File: src/rtl/core/imucf_pkg.sv
// Shared types, constants and helper functions of the complementary tilt filter.
`timescale 1ns / 1ps
package imucf_pkg;

	// Datapath micro-operations issued by the controller.
	typedef enum logic [5:0] {
		OP_NOP,
		OP_LOAD,
		OP_CAL_ACC,
		OP_DIV_MUL,
		OP_DIV_Q,
		OP_DIV_MUL2,
		OP_DIV_FIX,
		OP_MUL_GX,
		OP_ADD_P_MUL_GY,
		OP_ADD_R_MUL_T,
		OP_TAKE_T,
		OP_MUL_MM,
		OP_MUL_HM,
		OP_MUL_H3,
		OP_SINE,
		OP_MUL_RS,
		OP_ADD_P,
		OP_MUL_PS,
		OP_SUB_R,
		OP_SQ_X,
		OP_SQ_Y,
		OP_SQ_Z,
		OP_SQ_END,
		OP_RT_INIT,
		OP_RT_STEP,
		OP_CD_INIT,
		OP_CD_STEP,
		OP_CD_MUL,
		OP_CD_END,
		OP_ADOPT,
		OP_BL_OLD,
		OP_BL_NEW,
		OP_BL_WR,
		OP_OUT
	} dp_op_t;

	typedef struct packed {
		dp_op_t     op;
		logic [4:0] idx;  // iteration step
		logic [1:0] sel;  // axis, divider lane or blend target
	} dp_cmd_t;

	typedef struct packed {
		logic cal_active;
		logic cal_last;
		logic started;
	} dp_sts_t;

	// Configuration register indexes
	localparam logic [0:0] REG_DRIFT  = 1'b0;
	localparam logic [0:0] REG_SMOOTH = 1'b1;

	localparam logic [16:0] DRIFT_RESET  = 17'd26;
	localparam logic [16:0] SMOOTH_RESET = 17'd6554;
	localparam logic [16:0] W_ONE        = 17'd65536;

	localparam logic [32:0] K_INT   = 33'd262423;   // 0.0000611 in Q32
	localparam logic [32:0] K_YAW   = 33'd4578;     // 0.000001066 in Q32
	localparam logic [32:0] K_THIRD = 33'd5592405;  // floor(2^24 / 3)
	localparam logic [32:0] K_DEG   = 33'd3754951;  // 57.296 in Q16

	localparam logic [4:0] RT_LAST = 5'd25;
	localparam logic [4:0] CD_LAST = 5'd23;

	function automatic logic signed [31:0] sat32(input logic signed [67:0] v);
		logic signed [31:0] r;
		if (v > 68'sd2147483647)
			r = 32'sh7fffffff;
		else if (v < -68'sd2147483648)
			r = 32'sh80000000;
		else
			r = v[31:0];
		return r;
	endfunction

	// Arctangent of 2^-i in Q30 radians, truncated.
	function automatic logic [29:0] atan_q30(input logic [4:0] i);
		logic [29:0] r;
		case (i)
			5'd0: r = 30'd843314856;
			5'd1: r = 30'd497837829;
			5'd2: r = 30'd263043836;
			5'd3: r = 30'd133525158;
			5'd4: r = 30'd67021686;
			5'd5: r = 30'd33543515;
			5'd6: r = 30'd16775850;
			5'd7: r = 30'd8388437;
			5'd8: r = 30'd4194282;
			5'd9: r = 30'd2097149;
			default: r = (30'd1 << (5'd30 - i)) - 30'd1;
		endcase
		return r;
	endfunction

endpackage

File: src/rtl/core/imucf_ctrl.sv
// Sequencer of the tilt filter: walks the datapath through calibration and filtering.
`timescale 1ns / 1ps
module imucf_ctrl (
	input  logic              clk,
	input  logic              arst_n,
	input  logic              in_valid,
	output logic              in_ready,
	output logic              out_valid,
	input  logic              out_ready,
	input  imucf_pkg::dp_sts_t sts,
	output imucf_pkg::dp_cmd_t cmd
);
	import imucf_pkg::*;

	typedef enum logic [5:0] {
		ST_IDLE, ST_CAL, ST_DIV_MUL, ST_DIV_Q, ST_DIV_MUL2, ST_DIV_FIX,
		ST_MUL_GX, ST_ADD_P_GY, ST_ADD_R_T, ST_TAKE_T, ST_MUL_MM, ST_MUL_HM,
		ST_MUL_H3, ST_SINE, ST_MUL_RS, ST_ADD_P, ST_MUL_PS, ST_SUB_R,
		ST_SQ_X, ST_SQ_Y, ST_SQ_Z, ST_SQ_END,
		ST_RT_INIT, ST_RT_STEP, ST_CD_INIT, ST_CD_STEP, ST_CD_MUL, ST_CD_END,
		ST_ADOPT, ST_BL_OLD, ST_BL_NEW, ST_BL_WR, ST_OUT
	} state_t;

	state_t     state_q;
	logic [4:0] idx_q;
	logic [1:0] sel_q;
	logic       out_valid_q;
	logic       out_free;

	assign in_ready  = (state_q == ST_IDLE);
	assign out_valid = out_valid_q;
	assign out_free  = !out_valid_q || out_ready;

	always_comb begin
		cmd.idx = idx_q;
		cmd.sel = sel_q;
		case (state_q)
			ST_IDLE:     cmd.op = in_valid ? OP_LOAD : OP_NOP;
			ST_CAL:      cmd.op = OP_CAL_ACC;
			ST_DIV_MUL:  cmd.op = OP_DIV_MUL;
			ST_DIV_Q:    cmd.op = OP_DIV_Q;
			ST_DIV_MUL2: cmd.op = OP_DIV_MUL2;
			ST_DIV_FIX:  cmd.op = OP_DIV_FIX;
			ST_MUL_GX:   cmd.op = OP_MUL_GX;
			ST_ADD_P_GY: cmd.op = OP_ADD_P_MUL_GY;
			ST_ADD_R_T:  cmd.op = OP_ADD_R_MUL_T;
			ST_TAKE_T:   cmd.op = OP_TAKE_T;
			ST_MUL_MM:   cmd.op = OP_MUL_MM;
			ST_MUL_HM:   cmd.op = OP_MUL_HM;
			ST_MUL_H3:   cmd.op = OP_MUL_H3;
			ST_SINE:     cmd.op = OP_SINE;
			ST_MUL_RS:   cmd.op = OP_MUL_RS;
			ST_ADD_P:    cmd.op = OP_ADD_P;
			ST_MUL_PS:   cmd.op = OP_MUL_PS;
			ST_SUB_R:    cmd.op = OP_SUB_R;
			ST_SQ_X:     cmd.op = OP_SQ_X;
			ST_SQ_Y:     cmd.op = OP_SQ_Y;
			ST_SQ_Z:     cmd.op = OP_SQ_Z;
			ST_SQ_END:   cmd.op = OP_SQ_END;
			ST_RT_INIT:  cmd.op = OP_RT_INIT;
			ST_RT_STEP:  cmd.op = OP_RT_STEP;
			ST_CD_INIT:  cmd.op = OP_CD_INIT;
			ST_CD_STEP:  cmd.op = OP_CD_STEP;
			ST_CD_MUL:   cmd.op = OP_CD_MUL;
			ST_CD_END:   cmd.op = OP_CD_END;
			ST_ADOPT:    cmd.op = OP_ADOPT;
			ST_BL_OLD:   cmd.op = OP_BL_OLD;
			ST_BL_NEW:   cmd.op = OP_BL_NEW;
			ST_BL_WR:    cmd.op = OP_BL_WR;
			ST_OUT:      cmd.op = out_free ? OP_OUT : OP_NOP;
			default:     cmd.op = OP_NOP;
		endcase
	end

	always_ff @(posedge clk or negedge arst_n) begin
		if (!arst_n) begin
			state_q     <= ST_IDLE;
			idx_q       <= '0;
			sel_q       <= '0;
			out_valid_q <= 1'b0;
		end else begin
			// a new result reloads the output register as the old one leaves
			if (state_q == ST_OUT && out_free)
				out_valid_q <= 1'b1;
			else if (out_valid_q && out_ready)
				out_valid_q <= 1'b0;
			case (state_q)
				ST_IDLE: begin
					idx_q <= '0;
					sel_q <= '0;
					if (in_valid)
						state_q <= sts.cal_active ? ST_CAL : ST_MUL_GX;
				end
				ST_CAL:      state_q <= sts.cal_last ? ST_DIV_MUL : ST_IDLE;
				ST_DIV_MUL:  state_q <= ST_DIV_Q;
				ST_DIV_Q:    state_q <= ST_DIV_MUL2;
				ST_DIV_MUL2: state_q <= ST_DIV_FIX;
				ST_DIV_FIX: begin
					if (sel_q == 2'd2) begin
						state_q <= ST_IDLE;
					end else begin
						sel_q   <= sel_q + 2'd1;
						state_q <= ST_DIV_MUL;
					end
				end
				ST_MUL_GX:   state_q <= ST_ADD_P_GY;
				ST_ADD_P_GY: state_q <= ST_ADD_R_T;
				ST_ADD_R_T:  state_q <= ST_TAKE_T;
				ST_TAKE_T:   state_q <= ST_MUL_MM;
				ST_MUL_MM:   state_q <= ST_MUL_HM;
				ST_MUL_HM:   state_q <= ST_MUL_H3;
				ST_MUL_H3:   state_q <= ST_SINE;
				ST_SINE:     state_q <= ST_MUL_RS;
				ST_MUL_RS:   state_q <= ST_ADD_P;
				ST_ADD_P:    state_q <= ST_MUL_PS;
				ST_MUL_PS:   state_q <= ST_SUB_R;
				ST_SUB_R:    state_q <= ST_SQ_X;
				ST_SQ_X:     state_q <= ST_SQ_Y;
				ST_SQ_Y:     state_q <= ST_SQ_Z;
				ST_SQ_Z:     state_q <= ST_SQ_END;
				ST_SQ_END:   state_q <= ST_RT_INIT;
				ST_RT_INIT: begin
					idx_q   <= '0;
					state_q <= ST_RT_STEP;
				end
				ST_RT_STEP: begin
					if (idx_q == RT_LAST) begin
						idx_q   <= '0;
						state_q <= ST_CD_INIT;
					end else begin
						idx_q <= idx_q + 5'd1;
					end
				end
				ST_CD_INIT:  state_q <= ST_CD_STEP;
				ST_CD_STEP: begin
					if (idx_q == CD_LAST) begin
						idx_q   <= '0;
						state_q <= ST_CD_MUL;
					end else begin
						idx_q <= idx_q + 5'd1;
					end
				end
				ST_CD_MUL:   state_q <= ST_CD_END;
				ST_CD_END: begin
					if (sel_q == 2'd0) begin
						sel_q   <= 2'd1;
						state_q <= ST_RT_INIT;
					end else begin
						sel_q   <= sts.started ? 2'd0 : 2'd2;
						state_q <= sts.started ? ST_BL_OLD : ST_ADOPT;
					end
				end
				ST_ADOPT:    state_q <= ST_BL_OLD;
				ST_BL_OLD:   state_q <= ST_BL_NEW;
				ST_BL_NEW:   state_q <= ST_BL_WR;
				ST_BL_WR: begin
					if (sel_q == 2'd3) begin
						state_q <= ST_OUT;
					end else begin
						sel_q   <= sel_q + 2'd1;
						state_q <= ST_BL_OLD;
					end
				end
				ST_OUT: begin
					if (out_free)
						state_q <= ST_IDLE;
				end
				default: state_q <= ST_IDLE;
			endcase
		end
	end

endmodule

File: config.mk
export PLATFORM = sky130hd
export DESIGN_NAME = imucf_ctrl
export DESIGN_NICKNAME = d
export VERILOG_FILES = /design/src/rtl/core/imucf_pkg.sv /design/src/rtl/core/imucf_ctrl.sv
export SDC_FILE = /design/constraint.sdc
export NUM_CORES = 1
export LEC_CHECK = 0
export ABC_AREA = 1
export BUFFER_PORTS_ARGS = -buffer_cell sky130_fd_sc_hd__buf_4
export CORE_ASPECT_RATIO = 1.2
export CORE_MARGIN = 2
export CORE_UTILIZATION = 55
export DETAILED_ROUTE_END_ITERATION = 10
export GPL_TIMING_DRIVEN = 1
export PLACE_DENSITY_LB_ADDON = 0.12
export SETUP_SLACK_MARGIN = 0.05
export SYNTH_ARGS = -nofsm -noshare
export SYNTH_HDL_FRONTEND = slang
export SYNTH_SLANG_ARGS = --single-unit
File: constraint.sdc
create_clock -name clk -period 1.55 [get_ports clk]
set_input_delay 0 -clock clk [delete_from_list [all_inputs] [get_ports clk]]
set_output_delay 0 -clock clk [all_outputs]
set_load 0.02 [all_outputs]
==> reports/results.tsv, run 1 <==
stage	metric	value	unit
synthesis	synth.top_cell.area_share	28.28	%
floorplan	rows	18	
synthesis	synth_area_leaders	dfrtp_1 28%, nand2_1 17%, nand3_1 8.9%, nor2_1 8.8%, inv_1 8.2%	
synthesis	syn_inst	201	
clocking	cts_max_level	1	
floorplan	die_y	55.99	um
synthesis	synth_seq_area_share	28.28	%
synthesis	avgSynthCellArea	6.163	um2
synthesis	netlist_area	0.001239	mm2
synthesis	async_reset_ff_share	100.0	%
floorplan	start_util	59.14	%
placed_design	gp_congestion	1.053	
floorplan	ios	22	
placed_design	place_hpwl	2950	um
synthesis	ys.flop_type	dfrtp_1	
status	status	did not finish	
clocking	clockBufferDepth	2	
synthesis	synth_top_area_cell	dfrtp_1	
status	stop_stage	global routing (5_1_grt)	
timing	crit_endpoint	cmd[8]	
synthesis	synth_nets	213	
clocking	cts_buffers	3	
clocking	cts_num_sinks	14	
floorplan	fp.dieW	47.32	um
placed_design	portBuffers	21	
synthesis	synth_warnings	0	
clocking	root_buffer	clkbuf_4	
global_routing	grt_max_degree	15	
timing	worstEpCategory	top-level output	
synthesis	synth_cell_type_count	23	
placed_design	post_dp_cell_area	0.001516	mm2
status	error_line	[ERROR DPL-0038] Utilization greater than 100%, impossible to legalize	
synthesis	synth_edf_count	0	
synthesis	synth-seq-cells	14	
[timing repair]
item                                    4_1_cts
hold endpoints to repair                     15
gates resized for setup                      55
pin swaps                                    14
hold buffers                                  2
endpoints found under the setup margin       15
buffers inserted                             15
[stage by stage]
step / instances / setup slack [ns]
after floorplan: 201 / 0.06035
after global placement: 263 / -0.02272
after detailed placement: 263 / -0.04352
after CTS: 284 / -0.1155
[cell usage after synthesis, drive strengths merged (2+ instances only)]
cell type,count
o21ai,12
inv,27
ha,5
nor3,5
dfrtp,14
o22ai,2
a21oi,4
nor2,35
nand2,58
o211ai,3
nand3,24
nand4,6
[cells by family after synthesis]
| logic type | Yosys count | share of synthesized area (%) |
|---|---|---|
| compound gates | 23 | 10.51 |
| xor+xnor | 1 | 0.7072 |
| fa+ha+maj | 5 | 5.051 |
| buf+inv | 28 | 8.788 |
| flops | 14 | 28.28 |
| simple gates | 130 | 46.67 |
==> run 2, diff against run 1 <==
--- a/config.mk
+++ b/config.mk
@@ -7,13 +7,11 @@
 export LEC_CHECK = 0
 export ABC_AREA = 1
 export BUFFER_PORTS_ARGS = -buffer_cell sky130_fd_sc_hd__buf_4
-export CORE_ASPECT_RATIO = 1.2
-export CORE_MARGIN = 2
-export CORE_UTILIZATION = 55
+export CORE_AREA = 2 2 63 65
 export DETAILED_ROUTE_END_ITERATION = 10
+export DIE_AREA = 0 0 65 67
 export GPL_TIMING_DRIVEN = 1
-export PLACE_DENSITY_LB_ADDON = 0.12
-export SETUP_SLACK_MARGIN = 0.05
+export PLACE_DENSITY_LB_ADDON = 0.15
 export SYNTH_ARGS = -nofsm -noshare
 export SYNTH_HDL_FRONTEND = slang
 export SYNTH_SLANG_ARGS = --single-unit
==> reports/results.tsv, run 2 <==
stage	metric	value	unit
run	max-cap-violations	0	
timing	fin_ws	-0.08299	ns
detailed_routing	drt-vias-per-instance	5.121	
timing	tightest_slew	0.3227	ns
floorplan	core_area	0.003606	mm2
synthesis	async_reset_ff_share	100.0	%
layout	fillers	360	
timing	fmax	612.4	MHz
layout	mostFrequentLayoutCell	buf_4	
hold_path	hold_path_startpoint	out_ready	
synthesis	synth_compound_area_share	10.51	%
synthesis	syn_inst	201	
detailed_routing	drc	0	
worst_setup_path	setup.worst_path.end_class	output pin	
worst_setup_path	worstPathRequired	1.55	ns
status	status	finished with violations	
clocking	clockBufferDepth	2	
timing	finalHoldWorstSlack	0.04361	ns
synthesis	avgSynthCellArea	6.163	um2
layout	syn_to_final_growth	59.49	%
clocking	cts_max_level	1	
timing	rsz0062_at_grt	yes	
power	irDropWorstVdd	0.7755	mV
timing	hold_violations	0	
clocking	cts_num_sinks	14	
worst_setup_path	timing.rr.end	state_q[3]	
worst_setup_path	worst-r2r-cell-count	10	
synthesis	synthMuxAreaShare	0	%
synthesis	synth_area_leaders	dfrtp_1 28%, nand2_1 17%, nand3_1 8.9%, nor2_1 8.8%, inv_1 8.2%	
layout	stdcell_count	307	
hold_path	holdPathStages	4	
hold_path	hold_end	out_valid	
timing	finalCritPeriodShare	105.4	%
timing	fin_crit	1.633	ns
worst_setup_path	critical_path_class	flip-flop to output pin	
layout	antenna_cells	0	
timing	setup_viol	6	
detailed_routing	wl_per_cell	13.23	um
synthesis	synth_top_family_by_area	simple AND/OR/NAND/NOR gates	
synthesis	synthAdderAreaFrac	5.051	%
floorplan	start_util	34.35	%
power	power.leakage	1.001	nW
detailed_routing	drt_first_pass_iters	4	
worst_setup_path	reg2reg_slack	0	ns
clocking	clk_pin_slew	0.05	ns
global_routing	grtUsageTotal	19.43	%
placed_design	portBuffers	21	
floorplan	die_area	0.004355	mm2
synthesis	synth_seq_area_share	28.28	%
floorplan	fp.dieW	65	um
placed_design	gp_congestion	0.9819	
worst_setup_path	r2r-start	state_q[5]	
clocking	cts_tree	built	
timing	clock-skew-final	0.001383	ns
floorplan	rows	22	
worst_setup_path	crit_path_max_fanout	4	
power	power_density	1669	mW/mm2
global_routing	grt_first_pass_wirelength	6603	um
synthesis	synth-seq-cells	14	
layout	fin_nets	273	
layout	largest_reg_flops	6	
timing	final_max_slew_viol_count	0	
layout	top_regs	state_q x6, idx_q x5, sel_q x2	
timing	slew_headroom	78.42	%
detailed_routing	wirelength	4062	um
worst_setup_path	cp.arrival	1.63	ns
global_routing	antenna_found_initial	0	
layout	layout_common_cells	45 x buf_4, 42 x nand2_1, 19 x nand3_1, 17 x inv_1, 17 x nor2_1	
worst_setup_path	startpoint_type	flip-flop	
layout	post-route-util	54.79	%
synthesis	synth_most_common_cell	nand2_1	
detailed_routing	vias	1572	
synthesis	synth_warnings	0	
synthesis	netlist_area	0.001239	mm2
layout	multi_input_area	952.2	um2
placed_design	dp_cells	286	
layout	drive_gt1_share	45.56	%
status	violations	negative setup slack	
layout	regArea	357.8	um2
synthesis	synth_edf_count	0	
floorplan	ios	22	
global_routing	first_global_vias	1448	
synthesis	synth.top_cell.area_share	28.28	%
synthesis	ys.flop_type	dfrtp_1	
synthesis	post_synth_and_or_nand_nor_area_fraction	46.67	%
clocking	clk_latency	0.24	ns
synthesis	synth_cell_type_count	23	
clocking	root_buffer	clkbuf_8	
synthesis	synth-xor-area-share	0.7071	%
synthesis	synth_nets	213	
floorplan	die_y	67	um
timing	fin_tns_setup	-0.2406	ns
detailed_routing	ant_nets	0	
global_routing	grt_max_degree	15	
detailed_routing	drt_iter0_markers	77	
global_routing	overflow	0	
placed_design	place_hpwl	2969	um
power	total_power	3.298	mW
synthesis	synth_top_area_cell	dfrtp_1	
layout	top_register	state_q	
clocking	cts_buffers	3	
hold_path	hold_path.class	input pin to flip-flop	
synthesis	synthTopCellsByCount	57 x nand2_1, 29 x nor2_1, 27 x inv_1	
[run 2: cell counts after synthesis]
Identical to the previous run, type by type.
[run 2: how the worst max path moves through the flow]
| stage | startpoint | end | slack (ns) | cells past startpoint |
|---|---|---|---|---|
| final | state_q[5] | cmd[11] | -0.08 | 8 |
| after global routing | state_q[2] | cmd[11] | -0.18 | 7 |
| after CTS | state_q[0] | cmd[8] | -0.08 | 8 |
| after detailed placement | state_q[0] | state_q[0] | -0.04 | 8 |
| after global placement | state_q[0] | state_q[0] | -0.08 | 8 |
| after floorplan | idx_q[0] | state_q[2] | 0.06 | 9 |
[run 2: critical path: stages, from the launching register on]
cell and delay (ns):
dfrtp_2 0.45, inv_2 0.10, nand2_4 0.09, nor2_4 0.19, nand2_4 0.09, o211ai_1 0.13, nor2_1 0.11, nand4_1 0.10
buf_4 0.14
[run 2: kinds of logic (layout without fill, tap and decap cells)]
logic type / Yosys count / count (layout)
compound gates: 23 / 23
xor+xnor: 1 / 1
fa+ha+maj: 5 / 5
buf+inv: 28 / 86
flops: 14 / 14
simple gates: 130 / 130
[run 2: routing by layer]
layer  wire length [um]  global-route usage (%)  vias up
li1                   -                       -      772
met1               1742                   26.32      736
met2               2029                   32.22       57
met3                244                   3.041        7
met4                 46                   4.787        0
met5                  0                       0        -
[run 2: power by group]
| group | internal (mW) | switching [mW] | leakage (nW) | total, mW |
|---|---|---|---|---|
| Sequential | 0.461 | 0.151 | 0.180 | 0.612 |
| Clock | 0.171 | 0.109 | 0.0216 | 0.279 |
| Combinational | 1.03 | 1.38 | 0.799 | 2.41 |
[run 2: per-stage QoR]
step / setup WS (ns) / cell area [um2]
floorplan: 0.06035 / 1239
global placement: -0.08364 / 1577
detailed placement: -0.04167 / 1577
CTS: -0.07528 / 1734
global route: -0.1770 / 1976
finish: -0.08299 / 1976
[run 2: cell type report]
type,instances,area share [%]
well taps,48,3.040
repair buffers,56,23.31
clock buffers,3,2.090
flip-flops and latches,14,18.11
inverters,27,5.257
multi-input cells,159,48.20
[run 2: what timing repair did]
item	CTS	global route
setup buffers	5	13
setup endpoints to repair	9	18
resized for setup	29	53
pin swaps	9	16
hold buffers	1	0
hold endpoints to repair	14	0
Power figures use the tool's default switching activity.
